`config.mk`:
```
export PLATFORM = sky130hd
export DESIGN_NAME = lrs_cell
export DESIGN_NICKNAME = d
export VERILOG_FILES = /design/src/design/lrs_pkg.sv /design/src/design/lrs_cell.sv
export SDC_FILE = /design/constraint.sdc
export NUM_CORES = 2
export LEC_CHECK = 0
export BUFFER_PORTS_ARGS = -buffer_cell sky130_fd_sc_hd__buf_2
export CAP_MARGIN = 20
export CORE_ASPECT_RATIO = 0.8
export CORE_MARGIN = 2
export CORE_UTILIZATION = 25
export CTS_BUF_LIST = sky130_fd_sc_hd__clkbuf_4
export CTS_CLUSTER_DIAMETER = 30
export DETAILED_ROUTE_END_ITERATION = 10
export HOLD_SLACK_MARGIN = 0.06
export REMOVE_ABC_BUFFERS = 1
export SLEW_MARGIN = 25
export SYNTH_ARGS = -nofsm -noshare
export SYNTH_HDL_FRONTEND = slang
export SYNTH_SLANG_ARGS = --single-unit
```
`constraint.sdc`:
```
create_clock -name clk -period 12.17 [get_ports clk]
set_input_delay 2.434 -clock clk [delete_from_list [all_inputs] [get_ports clk]]
set_output_delay 2.434 -clock clk [all_outputs]
set_load 0.01 [all_outputs]
```
`src/design/lrs_pkg.sv`:
```
// shared types, codes and helpers for the linear regression sgd block
package lrs_pkg;

    localparam int DEFAULT_MAX_FEATURES = 16;
    localparam int WEIGHT_W  = 32;
    localparam int FEAT_W    = 16;
    localparam int ACC_W     = 48;
    localparam int DELTA_W   = 34;
    localparam int RATE_W    = 16;
    localparam int FCOUNT_W  = 5;
    localparam int LOAD_IDX_W = 5;

    localparam logic [LOAD_IDX_W-1:0] BIAS_SELECT = 5'd16;

    localparam logic [1:0] FUNC_PREDICT = 2'd0;
    localparam logic [1:0] FUNC_TRAIN   = 2'd1;
    localparam logic [1:0] FUNC_LOAD    = 2'd2;

    localparam logic REG_LEARNING_RATE = 1'b0;
    localparam logic REG_FEATURE_COUNT = 1'b1;

    localparam logic [RATE_W-1:0]   LEARNING_RATE_RESET = 16'd655;
    localparam logic [FCOUNT_W-1:0] FEATURE_COUNT_RESET = 5'd16;

    typedef struct packed {
        logic [1:0]                    func;
        logic signed [FEAT_W-1:0]      feature_value;
        logic signed [WEIGHT_W-1:0]    target;
        logic [LOAD_IDX_W-1:0]         weight_index;
        logic signed [WEIGHT_W-1:0]    weight_value;
    } item_t;

    typedef struct packed {
        logic signed [WEIGHT_W-1:0] prediction;
        logic signed [WEIGHT_W-1:0] error;
        logic                       updated;
    } result_t;

    // update token walking down the cell row
    typedef struct packed {
        logic                      valid;
        logic signed [DELTA_W-1:0] delta;
    } cell_tok_t;

    function automatic logic signed [WEIGHT_W-1:0] sat32(input logic signed [63:0] x);
        logic signed [WEIGHT_W-1:0] r;
        if (x > 64'sd2147483647)
            r = 32'sh7fffffff;
        else if (x < -64'sd2147483648)
            r = 32'sh80000000;
        else
            r = x[WEIGHT_W-1:0];
        return r;
    endfunction

endpackage

```
`src/design/lrs_cell.sv`:
```
// one weight cell: holds a weight and its buffered feature, runs its own update step
module lrs_cell
    import lrs_pkg::*;
#(
    parameter int MAX_FEATURES = DEFAULT_MAX_FEATURES,
    parameter int CELL_INDEX   = 0
)
(
    input  logic                              clk,
    input  logic                              rst_n,
    input  cell_tok_t                         tok_in,
    output cell_tok_t                         tok_out,
    input  logic [RATE_W-1:0]                 rate,
    input  logic [$clog2(MAX_FEATURES+1)-1:0] update_count,
    input  logic                              load_en,
    input  logic signed [WEIGHT_W-1:0]        load_value,
    input  logic                              feat_en,
    input  logic signed [FEAT_W-1:0]          feat_value,
    output logic signed [WEIGHT_W-1:0]        weight
);

    logic signed [WEIGHT_W-1:0] weight_reg, weight_next;
    logic signed [FEAT_W-1:0]   feat_reg;
    logic                       tok_valid_reg;
    logic signed [DELTA_W-1:0]  tok_delta_reg;
    logic                       stage_a_reg, stage_b_reg;
    logic signed [49:0]         grad_prod_reg, grad_prod_next;
    logic signed [59:0]         step_prod_reg, step_prod_next;
    logic                       cell_active;
    logic signed [50:0]         grad_round;
    logic signed [42:0]         grad;
    logic signed [60:0]         step_round;
    logic signed [44:0]         step;
    logic signed [45:0]         weight_diff;

    // only cells below the sample's feature count take part
    assign cell_active = tok_in.valid && (CELL_INDEX < int'(update_count));

    assign grad_prod_next = $signed(tok_in.delta) * feat_reg;

    // g = round(delta * feature / 2^8)
    assign grad_round     = {grad_prod_reg[49], grad_prod_reg} + 51'sd128;
    assign grad           = grad_round[50:8];
    assign step_prod_next = grad * $signed({1'b0, rate});

    // step = round(g * rate / 2^16)
    assign step_round  = {step_prod_reg[59], step_prod_reg} + 61'sd32768;
    assign step        = step_round[60:16];
    assign weight_diff = {{14{weight_reg[WEIGHT_W-1]}}, weight_reg} - {step[44], step};

    always_comb
    begin
        weight_next = weight_reg;
        if (load_en)
            weight_next = load_value;
        else if (stage_b_reg)
            weight_next = sat32(64'(weight_diff));
    end

    always_ff @(posedge clk or negedge rst_n)
    begin
        if (!rst_n)
        begin
            weight_reg    <= '0;
            tok_valid_reg <= 1'b0;
            stage_a_reg   <= 1'b0;
            stage_b_reg   <= 1'b0;
        end
        else
        begin
            weight_reg    <= weight_next;
            tok_valid_reg <= tok_in.valid;
            stage_a_reg   <= cell_active;
            stage_b_reg   <= stage_a_reg;
        end
    end

    always_ff @(posedge clk)
    begin
        if (feat_en)
            feat_reg <= feat_value;
        tok_delta_reg <= tok_in.delta;
        grad_prod_reg <= grad_prod_next;
        step_prod_reg <= step_prod_next;
    end

    assign tok_out.valid = tok_valid_reg;
    assign tok_out.delta = tok_delta_reg;
    assign weight        = weight_reg;

endmodule

```
# After elaboration in Yosys (flattened, before gate mapping)
# Index checks and enable logic that the tools add are counted.
totals:
  reg_bits: 195
  input_bits: 108
  out_inout_bits: 67
classes:
  n_addsub: 3
  mul: 2
  magnitude_cmp: 3
  n_mux: 4
  reduce_logical: 2
op_table:
  columns: ["op", "count"]
  rows:
  - ["$mux W32", 4]
  - ["$add A60 B17 Y61 const B", 1]
  - ["$mul A43 B17 Y60", 1]
  - ["$add A50 B9 Y51 const B", 1]
  - ["$mul A34 B16 Y50", 1]
  - ["$gt A46 B32 Y1 const B", 1]
  - ["$lt A46 B32 Y1 const B", 1]
  - ["$sub A32 B45 Y46", 1]
  - ["$lt A1 B5 Y1 const A", 1]
  - ["$reduce_bool A2 Y1", 1]
  - ["$logic_and A1 B1 Y1", 1]

# Depth between registers and ports, before layout
depth:
  word_depth: 7
  mapped_depth: 35

# Worst setup path after synthesis
# No wires, ideal clock.
synth_timing:
  kind: "input to register"
  start: "input rate[8]"
  end: "register step_prod_reg[58]"
  t_arrival_ns: 8.565
  required_ns: 12.098
  path_slack_ns: 3.533
  path_stages: 25
  n_path_buf: 3
  path_cell_list: "clkbuf_1 clkbuf_1 nand2_1 fa_1 inv_1 fa_1 fa_1 fa_1 fa_1 inv_1 fa_1 inv_1 ha_1 clkbuf_1 a21o_1 a21oi_1 nor2b_1 a311o_1 a21o_1 a21o_1 a21o_1 a31oi_1 o21ai_0 a221oi_1 xnor2_1"
synth_via:
  elab_chain_cells: 1
synth_lines:
  columns: ["item", "line_no", "source"]
  rows:
  - ["start: declaration", "lrs_cell.sv:13", "input logic [RATE_W-1:0] rate,"]
  - ["$mul A43 B17 Y60", "lrs_cell.sv:44", "assign step_prod_next = grad * $signed({1'b0, rate});"]
  - ["via step_prod_next[58]", "lrs_cell.sv:28", "logic signed [59:0] step_prod_reg, step_prod_next;"]
  - ["end signal: assignment", "lrs_cell.sv:84", "step_prod_reg <= step_prod_next;"]
  - ["end: declaration", "lrs_cell.sv:28", null]
# The timed path passes the listed nets, and every way through them passes these cells.
# A chain may end at the register's enable or synchronous reset.

# Worst setup path after layout
layout_timing:
  start: "register grad_prod_reg[16]"
  end: "register step_prod_reg[58]"
layout_via:
  elab_chain_cells: 2
layout_lines:
  columns: ["item", "line_no", "source"]
  rows:
  - ["start: declaration", "lrs_cell.sv:27", "logic signed [49:0] grad_prod_reg, grad_prod_next;"]
  - ["start signal: assignment", "lrs_cell.sv:83", "grad_prod_reg <= grad_prod_next;"]
  - ["$add A50 B9 Y51", "lrs_cell.sv:42", "assign grad_round = {grad_prod_reg[49], grad_prod_reg} + 51'sd128;"]
  - ["$mul A43 B17 Y60", "lrs_cell.sv:44", null]
  - ["via step_prod_next[58]", "lrs_cell.sv:28", null]
# The timed path passes the listed nets, and every way through them passes these cells.

==> results.cfg <==
[sta]
tightest_slew_ns = 1.088
grt_setup_unrepaired = no
fin_tns_setup_ns = 0
hold_viol_final = 0
setup_viol = 0
fmax_mhz = 107.7
worst_clock_skew_ns = 0.06163
min_period_ns = 9.288
max_slew_margin_pct = 27.11
slew_viol_final = 0
period_share_pct = 76.32

[grt]
grt_max_degree = 44
grt_usage_pct = 13.81
grt_first_pass_wirelength_mm = 222.9
grt_pass1_vias = 39440
grt_remaining_overflow = 0
grt_antenna_before_repair = 13

[worst_setup_path]
cpPeakStageDelay_ns = 0.85
r2r_end = step_prod_reg[58]
reg2reg_slack_ns = 2.88
critPathArrivalTime_ns = 10.01
ff2ff_path_depth = 27
cp_num_buf_inv = 3
critPathCaptureType = flip-flop
crit_required_ns = 12.89
critPathLaunchType = flip-flop
cp_top_family = adder cells
reg2reg_from = grad_prod_reg[16]
cpMostUsedCell = fa_1
crit_path_max_fanout = 16
slowest_stage = xnor2_2
criticalPathCategory = flip-flop to flip-flop

[placement]
place_congestion = 0.8874
dp_hpwl_mm = 110.2
io_buffers = 174
dp_cells = 8154

[cells_and_area]
most-common-layout-cells = inv_1 (1,280), fa_1 (1,155), nand2_1 (751)
nets = 7071
drive_above_1_share_pct = 5.668
largest_register_ffs = 45
stdcell_count = 8194
area.growth.synth_to_final_pct = 8.395
mostFrequentLayoutCell = inv_1
nFillCells = 21050

[cts]
clkTransAtPathRegs_ns = 0.15
cts_resized = 0
cts_max_path_buffers = 2
htree_levels = 4
cts-root-buf = clkbuf_4
clk_latency_ns = 0.86
cts_tree = built
postCtsHoldBufs = 0
cts_sinks = 173
post_cts_buffers = 0
cts_buffers = 17

[min_path]
hp-class = flip-flop to flip-flop
min_delay_path_depth = 0
whs_endpoint = stage_b_reg
hold_start = stage_a_reg

[drt]
drtAntennaViolNets = 0
vias_per_cell = 4.436
drc_errors = 0
first_pass_iters = 7
routedWlPerCell_um = 16.86
via_count = 36350
routed_wl_mm = 138.2
first_iter_violations = 2301

[run]
maxCapViolations = 0

[synthesis]
avgSynthCellArea_um2 = 9.084
synth_area_um2 = 49940
synthFlopType = dfxtp_1
ys_warn_count = 0
synth_seq_area_share_pct = 7.606
yosysUniqueCellTypes = 88
synth_edf_count = 16
synthArstFlopShare_pct = 20.23
synthCells = 5498
ys_ff_latch = 173

[floorplan]
start_util_pct = 25.20
die_x_um = 503.7
io_pins = 175
die-area_um2 = 203400
core_um2 = 198200
die_h_um = 403.8
fp-row-count = 146

[run_status]
outcome = completed
[Yosys cell counts (10+ instances only)]
| library cell | instances | area (um2) |
|---|---|---|
| inv_1 | 1280 | 4805 |
| a211oi_1 | 11 | 82.58 |
| edfxtp_1 | 16 | 480.5 |
| o21a_1 | 10 | 75.07 |
| nor3_1 | 17 | 85.08 |
| nand4_1 | 45 | 281.5 |
| a21oi_1 | 135 | 675.7 |
| fa_1 | 1155 | 23120 |
| nor2_1 | 75 | 281.5 |
| nand2_1 | 751 | 2819 |
| o21ai_0 | 63 | 315.3 |
| nand3_1 | 66 | 330.3 |
| a31oi_1 | 17 | 106.4 |
| o21bai_1 | 21 | 157.7 |
| xnor2_1 | 138 | 1209 |
| clkbuf_1 | 206 | 773.2 |
| a21o_1 | 71 | 533.0 |
| and4_1 | 14 | 122.6 |
| and2_1 | 559 | 3497 |
| a22o_1 | 21 | 183.9 |
| nand2b_1 | 39 | 244.0 |
| dfxtp_1 | 122 | 2442 |
| ha_1 | 299 | 3741 |
| a211o_1 | 22 | 192.7 |
| and3_1 | 31 | 193.9 |
| xor2_1 | 84 | 735.7 |
| nor2b_1 | 30 | 187.7 |
| dfrtp_1 | 35 | 875.8 |
[stage by stage]
| stage | worst slack (ns) | hold WS, ns | area, um2 | util [%] |
|---|---|---|---|---|
| after CTS | 2.857 | 0.3847 | 54090 | 27.29 |
| after detailed placement | 2.255 | 0.3434 | 53700 | 27.09 |
| final | 2.882 | 0.3887 | 54140 | 27.31 |
| after global placement | 2.448 | 0.3429 | 53690 | 27.09 |
| after floorplan | 3.735 | 0.3312 | 48960 | - |
| after global routing | 2.190 | 0.3962 | 54140 | 27.31 |
[area by class of cell]
| cell class | instances | area [um2] | share of cell area (%) |
|---|---|---|---|
| Antenna cell | 8 | 20.02 | 0.03698 |
| Clock buffer | 18 | 135.1 | 0.2496 |
| Clock inverter | 14 | 255.2 | 0.4715 |
| Inverter | 1280 | 4805 | 8.875 |
| Multi-Input combinational cell | 3809 | 40510 | 74.83 |
| Sequential cell | 173 | 3799 | 7.017 |
| Tap cell | 2664 | 3333 | 6.157 |
| Timing Repair Buffer | 228 | 1279 | 2.362 |
[layer usage]
layer | vias to the layer above | part of all wire (%) | track usage (%)
met4 | 2 | 1.4 | 2.521
met5 | - | 0.0094 | 0
met1 | 18610 | 47 | 19.97
met3 | 130 | 7.3 | 2.502
li1 | 16340 | - | -
met2 | 1260 | 44 | 21.59
[worst max-delay path by stage]
stage	cells after the start	slack [ns]	endpoint	from
3_3_place_gp	23	2.45	step_prod_reg[58]	rate[2]
2_1_floorplan	33	3.74	step_prod_reg[58]	grad_prod_reg[16]
4_1_cts	30	2.86	step_prod_reg[56]	grad_prod_reg[16]
6_report	27	2.88	step_prod_reg[58]	grad_prod_reg[16]
3_5_place_dp	23	2.25	step_prod_reg[58]	rate[2]
5_1_grt	34	2.19	step_prod_reg[58]	grad_prod_reg[16]
[cell families after synthesis]
kind of cell               Yosys count  share of synthesized area (%)
adders and majority gates         1454                          53.79
buffers and inverters             1516                          11.59
xor gates and xnor gates           222                          3.893
DFF                                173                          7.606
AOI/OAI and AO/OA                  465                          6.351
and+or+nand+nor                   1665                          16.71
muxes                                3                        0.06263
[worst reg2reg max path, cell delays in order, from the launching register on]
cell and delay (ns):
dfxtp_1 0.46, and4_1 0.28, and4_1 0.25, and4_1 0.24, nor2b_1 0.25, nor2b_1 0.35
nand3_1 0.17, xnor2_2 0.85, nand2_1 0.20, fa_1 0.55, fa_1 0.51, fa_1 0.51
inv_1 0.05, fa_1 0.49, fa_1 0.49, inv_1 0.05, fa_1 0.47, inv_1 0.04
ha_1 0.44, nand3_1 0.19, o31ai_1 0.38, a221oi_1 0.17, o221a_2 0.30, o21ai_0 0.41
a31oi_1 0.24, o21ai_0 0.46, a221oi_1 0.19, xnor2_1 0.16
Power is not shown: default switching activity piles up to over one toggle a cycle in this logic, so the estimate is an artifact.
